<file path="src/hdl/fpns_pkg.sv">
// ----------------------------------------------------------------------------
// fpns_pkg
// Shared widths, codes, reset constants and clipping limits of the noise-driven FIR unit.
// ----------------------------------------------------------------------------
package fpns_pkg;

   // Filter length and derived index widths
   localparam int TAPS  = 64;
   localparam int TAP_W = (TAPS > 1) ? $clog2(TAPS) : 1;
   localparam int CNT_W = TAP_W + 1;

   // Datapath widths
   localparam int SAMPLE_W = 16;
   localparam int COEF_W   = 16;
   localparam int INDEX_W  = 6;
   localparam int AMP_W    = 15;
   localparam int PROD_W   = SAMPLE_W + COEF_W;
   localparam int ACC_W    = PROD_W + TAP_W + 1;
   localparam int FRAC_W   = 15;
   localparam int Q_W      = ACC_W - FRAC_W;

   // Stream payload widths (padded to whole bytes)
   localparam int REQ_DATA_W = ((INDEX_W + COEF_W + 7) / 8) * 8;
   localparam int RSP_DATA_W = ((SAMPLE_W + 7) / 8) * 8;

   // Reset values
   localparam logic [AMP_W-1:0] AMP_RESET = AMP_W'(8000);
   localparam logic [15:0]      LFSR_SEED = 16'hFFFF;

   // Rounding and clipping limits
   localparam logic signed [ACC_W-1:0]    TRUNC_BIAS = ACC_W'((1 << FRAC_W) - 1);
   localparam logic signed [Q_W-1:0]      Q_MAX      = Q_W'(32767);
   localparam logic signed [Q_W-1:0]      Q_MIN      = Q_W'(-32768);
   localparam logic signed [SAMPLE_W-1:0] OUT_MAX    = 16'sh7FFF;
   localparam logic signed [SAMPLE_W-1:0] OUT_MIN    = 16'sh8000;

   // Command codes carried in tuser
   typedef enum logic {
      CMD_TICK  = 1'b0,
      CMD_WRITE = 1'b1
   } cmd_type;

endpackage

</file>
<file path="src/hdl/fir_filter_prbs_noise_source_unit.sv">
// ----------------------------------------------------------------------------
// fir_filter_prbs_noise_source_unit
// FIR filter fed by a 16-bit LFSR noise source, one MAC shared by all taps.
// ----------------------------------------------------------------------------
// Usage:
//   The req_ channel carries commands. tuser = 0 is a sample tick: the LFSR
//   produces a +/- noise_amplitude sample, it enters the delay line and one
//   filtered result leaves on the rsp_ channel. tuser = 1 writes one Q15
//   coefficient and returns nothing.
//   csr_wr_en / csr_wr_data load noise_amplitude; the user must write it only while the block is idle (not enforced).
// Timing:
//   A coefficient write is taken in ST_IDLE, which stays ready for the next
//   command. On a tick the single multiply-accumulate unit walks the taps one
//   per cycle through the registered memory read, the product register and
//   the accumulator, then ST_DONE truncates and clips. req_tready is low
//   while a tick is being processed.
// Reset:
//   LFSR loads 0xFFFF, amplitude 8000, delay line and coefficients read as
//   zero (valid bits cleared at once, no sweep).
// Stall:
//   A result waits in the rsp_ output register; the next command is taken
//   meanwhile, and a following tick holds in its final cycle until the
//   register frees up.
// ----------------------------------------------------------------------------
module fir_filter_prbs_noise_source_unit (
   input  logic                             clock,
   input  logic                             reset,
   // command stream
   input  logic                             req_tvalid,
   output logic                             req_tready,
   // tdata: [5:0] coef_index, [21:6] coef_value, [23:22] zero
   input  logic [fpns_pkg::REQ_DATA_W-1:0]  req_tdata,
   // tuser: [0] cmd
   input  logic                             req_tuser,
   // result stream
   output logic                             rsp_tvalid,
   input  logic                             rsp_tready,
   // tdata: [15:0] filtered_sample
   output logic [fpns_pkg::RSP_DATA_W-1:0]  rsp_tdata,
   // tuser: [0] saturated
   output logic                             rsp_tuser,
   // configuration
   input  logic                             csr_wr_en,
   input  logic [fpns_pkg::AMP_W-1:0]       csr_wr_data
);

   typedef enum logic [1:0] {
      ST_IDLE,
      ST_ISSUE,
      ST_DRAIN,
      ST_DONE
   } state_type;

   // Control state
   state_type                       state_ff, state_in;
   logic [fpns_pkg::CNT_W-1:0]      cnt_ff, cnt_in;
   logic [fpns_pkg::TAP_W-1:0]      head_ff, head_in;
   logic [15:0]                     lfsr_ff, lfsr_in;
   logic [fpns_pkg::AMP_W-1:0]      amp_ff, amp_in;
   logic                            rd_vld_ff, rd_vld_in;
   logic                            mul_vld_ff, mul_vld_in;
   logic                            rsp_vld_ff, rsp_vld_in;
   logic [fpns_pkg::TAPS-1:0]       coef_ok_ff, coef_ok_in;
   logic [fpns_pkg::TAPS-1:0]       tap_ok_ff, tap_ok_in;

   // Datapath registers
   logic signed [fpns_pkg::ACC_W-1:0]    acc_ff, acc_in;
   logic signed [fpns_pkg::PROD_W-1:0]   mul_ff;
   logic signed [fpns_pkg::COEF_W-1:0]   coef_rd_ff;
   logic signed [fpns_pkg::SAMPLE_W-1:0] tap_rd_ff;
   logic                                 coef_rv_ff;
   logic                                 tap_rv_ff;
   logic signed [fpns_pkg::SAMPLE_W-1:0] rsp_data_ff, rsp_data_in;
   logic                                 rsp_sat_ff, rsp_sat_in;

   // Memories
   logic signed [fpns_pkg::COEF_W-1:0]   coef_mem [fpns_pkg::TAPS];
   logic signed [fpns_pkg::SAMPLE_W-1:0] tap_mem  [fpns_pkg::TAPS];

   // Decoded request
   logic                                 req_acc;
   logic                                 tick_acc;
   logic                                 wr_acc;
   logic [fpns_pkg::INDEX_W-1:0]         req_index;
   logic signed [fpns_pkg::COEF_W-1:0]   req_value;
   logic                                 idx_in_range;
   logic [fpns_pkg::TAP_W-1:0]           wr_addr;

   // Noise and read addressing
   logic                                 lfsr_fb;
   logic signed [fpns_pkg::SAMPLE_W-1:0] amp_ext;
   logic signed [fpns_pkg::SAMPLE_W-1:0] noise;
   logic [fpns_pkg::CNT_W-1:0]           head_w;
   logic [fpns_pkg::CNT_W-1:0]           ring_w;
   logic [fpns_pkg::TAP_W-1:0]           coef_addr;
   logic [fpns_pkg::TAP_W-1:0]           ring_addr;

   // MAC operands and output formatting
   logic signed [fpns_pkg::COEF_W-1:0]   coef_op;
   logic signed [fpns_pkg::SAMPLE_W-1:0] tap_op;
   logic signed [fpns_pkg::ACC_W-1:0]    bias_acc;
   logic signed [fpns_pkg::Q_W-1:0]      q;
   logic                                 out_free;

   // Unpack the request transaction
   assign req_tready   = (state_ff == ST_IDLE);
   assign req_acc      = req_tvalid && req_tready;
   assign tick_acc     = req_acc && (fpns_pkg::cmd_type'(req_tuser) == fpns_pkg::CMD_TICK);
   assign wr_acc       = req_acc && (fpns_pkg::cmd_type'(req_tuser) == fpns_pkg::CMD_WRITE);
   assign req_index    = req_tdata[fpns_pkg::INDEX_W-1:0];
   assign req_value    = req_tdata[fpns_pkg::INDEX_W +: fpns_pkg::COEF_W];
   assign idx_in_range = (32'(req_index) < fpns_pkg::TAPS);
   assign wr_addr      = fpns_pkg::TAP_W'(req_index);

   // Draw the noise sample from LFSR bit 0 before the shift
   assign lfsr_fb = lfsr_ff[0] ^ lfsr_ff[1] ^ lfsr_ff[11] ^ lfsr_ff[13];
   assign amp_ext = signed'({1'b0, amp_ff});
   assign noise   = lfsr_ff[0] ? -amp_ext : amp_ext;

   // Tap i lives at ring position head - i, wrapped into the delay line
   assign head_w    = {1'b0, head_ff};
   assign ring_w    = (head_w >= cnt_ff) ? (head_w - cnt_ff)
                                         : (head_w + fpns_pkg::CNT_W'(fpns_pkg::TAPS) - cnt_ff);
   assign ring_addr = ring_w[fpns_pkg::TAP_W-1:0];
   assign coef_addr = cnt_ff[fpns_pkg::TAP_W-1:0];

   // Unwritten entries read as zero
   assign coef_op = coef_rv_ff ? coef_rd_ff : '0;
   assign tap_op  = tap_rv_ff  ? tap_rd_ff  : '0;

   // Truncate toward zero after the Q15 shift
   assign bias_acc = acc_ff[fpns_pkg::ACC_W-1] ? (acc_ff + fpns_pkg::TRUNC_BIAS) : acc_ff;
   assign q        = fpns_pkg::Q_W'(bias_acc >>> fpns_pkg::FRAC_W);
   assign out_free = !rsp_vld_ff || rsp_tready;

   // Next-state and control logic
   always_comb begin
      state_in    = state_ff;
      cnt_in      = cnt_ff;
      head_in     = head_ff;
      lfsr_in     = lfsr_ff;
      amp_in      = amp_ff;
      rd_vld_in   = 1'b0;
      mul_vld_in  = rd_vld_ff;
      rsp_vld_in  = rsp_vld_ff && !rsp_tready;
      coef_ok_in  = coef_ok_ff;
      tap_ok_in   = tap_ok_ff;
      acc_in      = acc_ff;
      rsp_data_in = rsp_data_ff;
      rsp_sat_in  = rsp_sat_ff;

      if (csr_wr_en) begin
         amp_in = csr_wr_data;
      end

      // Accumulate the product that left the multiplier
      if (mul_vld_ff) begin
         acc_in = acc_ff + fpns_pkg::ACC_W'(mul_ff);
      end

      unique case (state_ff)
         ST_IDLE: begin
            if (wr_acc && idx_in_range) begin
               coef_ok_in[wr_addr] = 1'b1;
            end
            if (tick_acc) begin
               lfsr_in            = {lfsr_ff[14:0], lfsr_fb};
               tap_ok_in[head_ff] = 1'b1;
               acc_in             = '0;
               cnt_in             = '0;
               state_in           = ST_ISSUE;
            end
         end
         ST_ISSUE: begin
            rd_vld_in = 1'b1;
            cnt_in    = cnt_ff + 1'b1;
            if (cnt_ff == fpns_pkg::CNT_W'(fpns_pkg::TAPS - 1)) begin
               state_in = ST_DRAIN;
            end
         end
         ST_DRAIN: begin
            if (!rd_vld_ff && !mul_vld_ff) begin
               state_in = ST_DONE;
            end
         end
         ST_DONE: begin
            if (out_free) begin
               rsp_vld_in = 1'b1;
               if (q > fpns_pkg::Q_MAX) begin
                  rsp_data_in = fpns_pkg::OUT_MAX;
                  rsp_sat_in  = 1'b1;
               end else if (q < fpns_pkg::Q_MIN) begin
                  rsp_data_in = fpns_pkg::OUT_MIN;
                  rsp_sat_in  = 1'b1;
               end else begin
                  rsp_data_in = q[fpns_pkg::SAMPLE_W-1:0];
                  rsp_sat_in  = 1'b0;
               end
               // Advance the delay line by moving its head
               head_in  = (head_ff == fpns_pkg::TAP_W'(fpns_pkg::TAPS - 1)) ? '0
                                                                           : head_ff + 1'b1;
               state_in = ST_IDLE;
            end
         end
         default: begin
            state_in = ST_IDLE;
         end
      endcase
   end

   // Hold state, control flags and registered outputs
   always_ff @(posedge clock) begin
      if (reset) begin
         state_ff   <= ST_IDLE;
         cnt_ff     <= '0;
         head_ff    <= '0;
         lfsr_ff    <= fpns_pkg::LFSR_SEED;
         amp_ff     <= fpns_pkg::AMP_RESET;
         rd_vld_ff  <= 1'b0;
         mul_vld_ff <= 1'b0;
         rsp_vld_ff <= 1'b0;
         coef_ok_ff <= '0;
         tap_ok_ff  <= '0;
      end else begin
         state_ff   <= state_in;
         cnt_ff     <= cnt_in;
         head_ff    <= head_in;
         lfsr_ff    <= lfsr_in;
         amp_ff     <= amp_in;
         rd_vld_ff  <= rd_vld_in;
         mul_vld_ff <= mul_vld_in;
         rsp_vld_ff <= rsp_vld_in;
         coef_ok_ff <= coef_ok_in;
         tap_ok_ff  <= tap_ok_in;
      end
      acc_ff      <= acc_in;
      rsp_data_ff <= rsp_data_in;
      rsp_sat_ff  <= rsp_sat_in;
   end

   // Write and read the coefficient and delay-line memories
   always_ff @(posedge clock) begin
      if (wr_acc && idx_in_range) begin
         coef_mem[wr_addr] <= req_value;
      end
      if (tick_acc) begin
         tap_mem[head_ff] <= noise;
      end
      coef_rd_ff <= coef_mem[coef_addr];
      tap_rd_ff  <= tap_mem[ring_addr];
      coef_rv_ff <= coef_ok_ff[coef_addr];
      tap_rv_ff  <= tap_ok_ff[ring_addr];
   end

   // Register each product before it reaches the accumulator
   always_ff @(posedge clock) begin
      mul_ff <= coef_op * tap_op;
   end

   // Drive the result stream
   assign rsp_tvalid = rsp_vld_ff;
   assign rsp_tdata  = fpns_pkg::RSP_DATA_W'(unsigned'(rsp_data_ff));
   assign rsp_tuser  = rsp_sat_ff;

endmodule

</file>
<file path="config.mk">
export PLATFORM = sky130hd
export DESIGN_NAME = fir_filter_prbs_noise_source_unit
export DESIGN_NICKNAME = d
export VERILOG_FILES = /design/src/hdl/fpns_pkg.sv /design/src/hdl/fir_filter_prbs_noise_source_unit.sv
export SDC_FILE = /design/constraint.sdc
export NUM_CORES = 2
export LEC_CHECK = 0
export BUFFER_PORTS_ARGS = -buffer_cell sky130_fd_sc_hd__buf_2
export CAP_MARGIN = 40
export CORE_UTILIZATION = 57
export DETAILED_ROUTE_END_ITERATION = 16
export GPL_ROUTABILITY_DRIVEN = 0
export MAX_ROUTING_LAYER = met4
export PLACE_DENSITY = 0.76
export SLEW_MARGIN = 0
export SYNTH_ARGS = -nofsm -noshare
export SYNTH_HDL_FRONTEND = slang
export SYNTH_SLANG_ARGS = --single-unit
export TNS_END_PERCENT = 10
</file>
<file path="constraint.sdc">
create_clock -name clock -period 6.58 [get_ports clock]
set_clock_uncertainty 0.2 [all_clocks]
set_input_delay 0 -clock clock [delete_from_list [all_inputs] [get_ports clock]]
set_output_delay 0 -clock clock [all_outputs]
set_load 0.02 [all_outputs]
</file>
### Word-level counts from Yosys, hierarchy flattened

Memory sizes are Yosys's and may differ from the RTL's. A register that Yosys moved wholly into a read port is not among the register bits.
Index checks and enable logic that the tools add are counted.

| cells by class | value |
|---|---|
| bitwise operators | 6 |
| $add $sub $neg | 8 |
| reductions and logical operators | 19 |
| mux-type cells | 33 |
| $lt $le $gt $ge | 9 |
| $mul | 1 |
| eq/ne operators | 9 |

Operators with widths:

| cell | count |
|---|---|
| 39-bit two-way mux | 4 |
| 64-bit bitwise OR | 2 |
| 16-bit two-way mux | 4 |
| 39-bit by 16-bit adder with 39-bit output, second input constant | 1 |
| 39-bit by 32-bit adder with 39-bit output | 1 |
| 16-bit by 16-bit multiplier with 32-bit output | 1 |
| 6-bit by 7-bit less-than comparator with 1-bit output, second input constant | 4 |
| 24-bit by 16-bit greater-than comparator with 1-bit output, second input constant | 1 |
| 24-bit by 16-bit less-than comparator with 1-bit output, second input constant | 1 |
| 15-bit negator with 16-bit output | 1 |
| 7-bit case mux with 2 select lines | 1 |
| 6-bit by 1-bit adder with 6-bit output, second input constant | 2 |
| 1-bit binary-select mux with 6-bit select | 2 |
| 1-bit demux with 6-bit select | 2 |
| 6-bit by 1-bit >= comparator with 1-bit output, second input constant | 2 |
| 1-bit two-way mux | 12 |
| 6-bit two-way mux | 2 |
| 6-bit subtractor | 2 |
| 2-bit two-way mux | 4 |
| 2-bit case mux with 4 select lines | 1 |
| 2-bit AND reduction | 4 |
| 7-bit by 1-bit adder with 7-bit output, second input constant | 1 |
| 7-bit by 6-bit == test with 1-bit output, second input constant | 1 |
| 6-bit by 7-bit >= comparator with 1-bit output | 1 |
| 14 further kinds | 28 |

| word-level totals | value |
|---|---|
| memories | 2 |
| output and inout port bits | 19 |
| bits in registers | 265 |
| memory bits (writable) | 2,048 |

Memories:

| name | depth | width | rd ports | clocked after Yosys merged registers in | wr ports | RTL line | RTL |
|---|---|---|---|---|---|---|---|
| coef_mem | 64 | 16 | 1 | 1 | 1 | fir_filter_prbs_noise_source_unit.sv:77 | `logic signed [fpns_pkg::COEF_W-1:0] coef_mem [fpns_pkg::TAPS];` |
| tap_mem | 64 | 16 | 1 | 1 | 1 | fir_filter_prbs_noise_source_unit.sv:78 | `logic signed [fpns_pkg::SAMPLE_W-1:0] tap_mem [fpns_pkg::TAPS];` |

### Longest topological paths before layout

| logic depth | value |
|---|---|
| depth after elaboration | 5 |
| gate-level depth with buffers | 25 |

### Worst setup path after synthesis

OpenSTA, ideal clock, no wires.

| timing | value |
|---|---|
| kind | reg2reg |
| start point | reg tap_rv_ff |
| end point | reg mul_ff[31] (netlist name) |
| path slack | 171 ps |
| stages on the path, launching flop included | 25 |
| library setup time | 72 ps |
| arrival | 6,137 ps |
| buffers on the path | 3 |
| clock period less this slack | 6,409 ps |
| cells stage by stage | dfxtp_1 clkbuf_1 clkbuf_1 and2_1 clkbuf_1 nand2_1 fa_1 fa_1 fa_1 inv_1 fa_1 fa_1 inv_1 fa_1 inv_1 ha_1 a21o_1 a21o_1 a21oi_1 o21ai_0 or3_1 o211ai_1 nand2_1 a41oi_1 xnor2_1 |

| on the way | value |
|---|---|
| cells in the longest elaborated chain, start to end | 2 |

Ends and longest elaborated chain:

| what | RTL line | RTL |
|---|---|---|
| start, declared | fir_filter_prbs_noise_source_unit.sv:72 | `logic tap_rv_ff;` |
| start signal, assigned | fir_filter_prbs_noise_source_unit.sv:252 | `tap_rv_ff <= tap_ok_ff[ring_addr];` |
| 16-bit two-way mux | fir_filter_prbs_noise_source_unit.sv:129 | `assign tap_op = tap_rv_ff ? tap_rd_ff : '0;` |
| 16-bit by 16-bit multiplier with 32-bit output | fir_filter_prbs_noise_source_unit.sv:257 | `mul_ff <= coef_op * tap_op;` |
| end signal, assigned | fir_filter_prbs_noise_source_unit.sv:257 |  |
| end, declared | fir_filter_prbs_noise_source_unit.sv:68 | `logic signed [fpns_pkg::PROD_W-1:0] mul_ff;` |

No other way between the ends.
A chain may end at the register's enable or synchronous reset.

### Worst setup path after layout

Same ends and word-level chain as after synthesis.

==> results list <==
* Vias in the first global route: 56.1k
- Counting flops and latches in the post-synthesis netlist gives 2345.
- Length of the first detailed-routing pass in iterations: 6
- The detailed router finished its first iteration with 7223 violations.
- By count the netlist is led by sky130_fd_sc_hd__edfxtp_1 (2065), sky130_fd_sc_hd__mux4_2 (697), sky130_fd_sc_hd__nor2_1 (571), sky130_fd_sc_hd__inv_1 (327), sky130_fd_sc_hd__dfxtp_1 (280).
- Int Power: 27.3 mW
- Total setup violations reported at the end of the flow: 0
- Total of max-cap violations: 0
- Type of element launching the critical path: register
* Antenna violations before repair: 13
* Outcome: finished clean
- Clock buffer count from CTS: 222
- The top cell type by area accounts for 61.5% of the synthesized area.
* Sequential power share: 46.1%
- Setup repair after global routing could not meet its margin everywhere.
- The final layout contains 6430 nets.
- Clock insertion delay at the later pin of the skew report: 0.90 ns
- In this run the standard cell core region covers 176000 sq um.
- Power per unit of standard cell area: 322 nW/um^2
- Clock-pin slew on the worst setup and hold paths: 0.07 ns
- Relative slew slack: 32.7%
- Overall Power: 37.0 mW
* Fin crit share: 97.5%
- Maximum vdd drop: 0.310 mV
- Die outline area: 179000 sq um
- For this run, the number of Yosys warnings is 0.
* Final Non-Filler Cells: 8534
* GRT overflow: 0
- Summing every instance area after synthesis gives 101000 sq um.
- Via Count: 54.4k
* Maximum buffer depth of the clock tree: 3
- Input and output buffers added on the ports amount to 61.
- The cell sitting at the root of the clock tree is a sky130_fd_sc_hd__clkbuf_16.
- In this run the worst path has a maximum fanout of 19.
- TritonCTS built the clock tree.
- Combined area of the multi-input logic cells: 31200 sq um
- Required arrival time at the worst endpoint: 7.19 ns
* Number of enable flip-flop cells after synthesis: 2065
- The path class of the tightest hold or removal check is input port to register.
* Primary FF master, synth: sky130_fd_sc_hd__edfxtp_1
- For this configuration, the core starts out at a cell density of 57.3%.
* Final routed wirelength across all metal layers: 253 mm
- Hold violation count in the final report: 0
- The floorplan step set the die height to 423 um.
* Asr flop ratio synth: 0%
- Switching power: 9.68 mW
- Synthesis handed over a netlist of 5592 instances.
- Number of top-level design ports: 64
* Crit path kind: register to register
* Switching power as a share of total power: 26.2%
* Global-route wire length before repair: 371 mm
- Residual DRC: 0
- Filler cells: 11.2k
- Global routing used 29.5% of the available tracks across all layers.
- Across the whole layout, storage elements account for 67600 sq um.
- Synthesis instantiated 70 different standard cells from the library.
* Overall die width: 423 um
- sky130_fd_sc_hd__edfxtp_1 is the most common cell in the netlist.
* Area overhead of the layout relative to synthesis: 13.8%
- Max-slew violation count: 0
- Max Clock Freq: 156 MHz
- Of the cells placed in the final design, the portion with a size suffix greater than 1 is 24.3%.
- In the final timing run, aggregate negative setup slack is 0 ns.
- Data arrives at the worst endpoint at 7.02 ns.
- Once detail routing completed, the nets flagged for antenna violations numbered 0.
* Leading post-synthesis cells by cell area: sky130_fd_sc_hd__edfxtp_1 (61%), sky130_fd_sc_hd__mux4_2 (16%), sky130_fd_sc_hd__dfxtp_1 (5.6%)
* Final Critical Period: 6.42 ns
- Number of placed instances with taps included: 7987
- Combinational logic is responsible for 17.8% of the overall power.
- At the end of the flow the core is filled with cells to 65.3%.
- Summing all placed instances gives a cell area of 106000 sq um.
* Average wire per cell in the routed design: 29.7 um
* Row count: 154
- The analysis attributes to cell leakage a power of 39.0 nW.
- After detailed routing, the number of vias per cell comes to 6.38.
* Number of nets produced by synthesis: 6033
* Maximum level of the CTS H-tree: 4
- Fraction of the yosys area taken by sequential cells: 67.0%
- STA classifies the critical path endpoint as a register.
- DP HPWL: 141 mm
- Cell area after layout: 115000 sq um
* Clock Sinks: 2345
- Pin count of the biggest net entering global routing: 147
- At the pin with the least slew margin, the transition time is 1.01 ns.
- Top cell type by total area after synthesis: sky130_fd_sc_hd__edfxtp_1
- Post-Syn Area per Cell: 18.0 sq um
- Of the total power, the clock network draws 36.2%.
## worst paths after layout
kind,start,endpoint,slack [ns],cells after the start
setup / recovery,tap_rv_ff$_DFF_P_,mul_ff[31]$_DFF_P_,0.16,21
hold / removal,reset,coef_ok_ff[6]$_SDFFE_PP0P_,0.05,4
setup reg to reg,tap_rv_ff$_DFF_P_,mul_ff[31]$_DFF_P_,0.16,21
hold reg to reg,mul_vld_in$_SDFF_PP0_,mul_vld_ff$_SDFF_PP0_,0.26,1
## logic make-up after synthesis
logic type      after synthesis  share of synthesized area (%)
fa+ha+maj                   396                           6.88
flops                      2345                           67.0
buf+inv                     595                           2.33
compound gates              351                           2.34
xor+xnor                    104                          0.903
simple gates               1063                           4.54
mux                         738                           16.0
## stage by stage
stage | worst slack, ns | hold WS (ns)
CTS | 0.0492 | 0.000364
detailed placement | 0.0647 | 0.0149
global route | -0.0252 | 0.0536
global placement | 0.126 | 0.00794
floorplan | 0.171 | -0.101
finish | 0.165 | 0.0485
## routing by layer
layer / vias up / share of wire, % / GRT usage (%)
met5: - / 0 / -
met4: 0 / 4.3 / 12.0
met3: 610 / 9.9 / 5.42
li1: 22345 / - / -
met2: 3409 / 50 / 46.8
met1: 28052 / 36 / 37.8
## timing repair
| action | CTS | global route |
|---|---|---|
| hold buffers | 110 | 0 |
| buffers inserted | 0 | 0 |
| gates resized for setup | 0 | 26 |
| endpoints found under the hold margin | 2206 | 0 |
| endpoints found under the setup margin | 0 | 7 |
## cell type report
type                    count  share of cell area (%)
diodes                      7                  0.0153
clock buffers             294                    5.31
clock inverters           128                    1.42
inverters                 329                    1.08
multi-input cells        2652                    27.2
flip-flops and latches   2345                    58.9
well taps                2340                    2.55
repair buffers            439                    3.50
## power groups by stage
stage	Sequential [mW]	Combinational, mW	Clock (mW)
3_5_place_dp	17.3	6.40	0
3_3_place_gp	17.4	6.17	0
5_1_grt	17.1	6.92	14.0
4_1_cts	17.0	6.53	13.5
6_report	17.0	6.58	13.4
2_1_floorplan	17.3	4.37	0
## flip-flops by register name, summed over array words and instances, names as in the netlist, 14 cells and up
register / cells
coef_mem: 1024
tap_ok_ff: 64
acc_ff: 39
amp_ff: 15
tap_mem: 1024
tap_rd_ff: 16
coef_rd_ff: 16
rsp_tdata: 16
coef_ok_ff: 64
lfsr_ff: 14
mul_ff: 32
## cell usage in the layout, fill, tap and decap left out, drive strengths merged, types with 90 or more instances in the layout
master	Yosys	layout
mux4	697	697
dfxtp	280	280
nand2	246	246
buf	103	328
clkinv	1	90
ha	132	132
dlygate4sd3	0	110
clkbuf	163	295
fa	264	264
inv	328	334
nor2	571	571
edfxtp	2065	2065
a21oi	99	99
## critical path, stage by stage (launching register included)
cell,delay (ns)
sky130_fd_sc_hd__dfxtp_4,0.39
sky130_fd_sc_hd__buf_12,0.16
sky130_fd_sc_hd__nand2_1,0.30
sky130_fd_sc_hd__nor2_1,0.27
sky130_fd_sc_hd__fa_1,0.48
sky130_fd_sc_hd__fa_1,0.50
sky130_fd_sc_hd__fa_1,0.56
sky130_fd_sc_hd__fa_1,0.45
sky130_fd_sc_hd__fa_1,0.49
sky130_fd_sc_hd__inv_1,0.05
sky130_fd_sc_hd__fa_1,0.47
sky130_fd_sc_hd__inv_1,0.04
sky130_fd_sc_hd__ha_1,0.28
sky130_fd_sc_hd__a21o_1,0.17
sky130_fd_sc_hd__a21o_1,0.18
sky130_fd_sc_hd__a21oi_2,0.15
sky130_fd_sc_hd__o21ai_0,0.11
sky130_fd_sc_hd__or3_1,0.34
sky130_fd_sc_hd__o211ai_1,0.26
sky130_fd_sc_hd__nand2_1,0.14
sky130_fd_sc_hd__a41oi_2,0.22
sky130_fd_sc_hd__xnor2_1,0.13
Note: power is estimated with default switching activity, not from simulation.
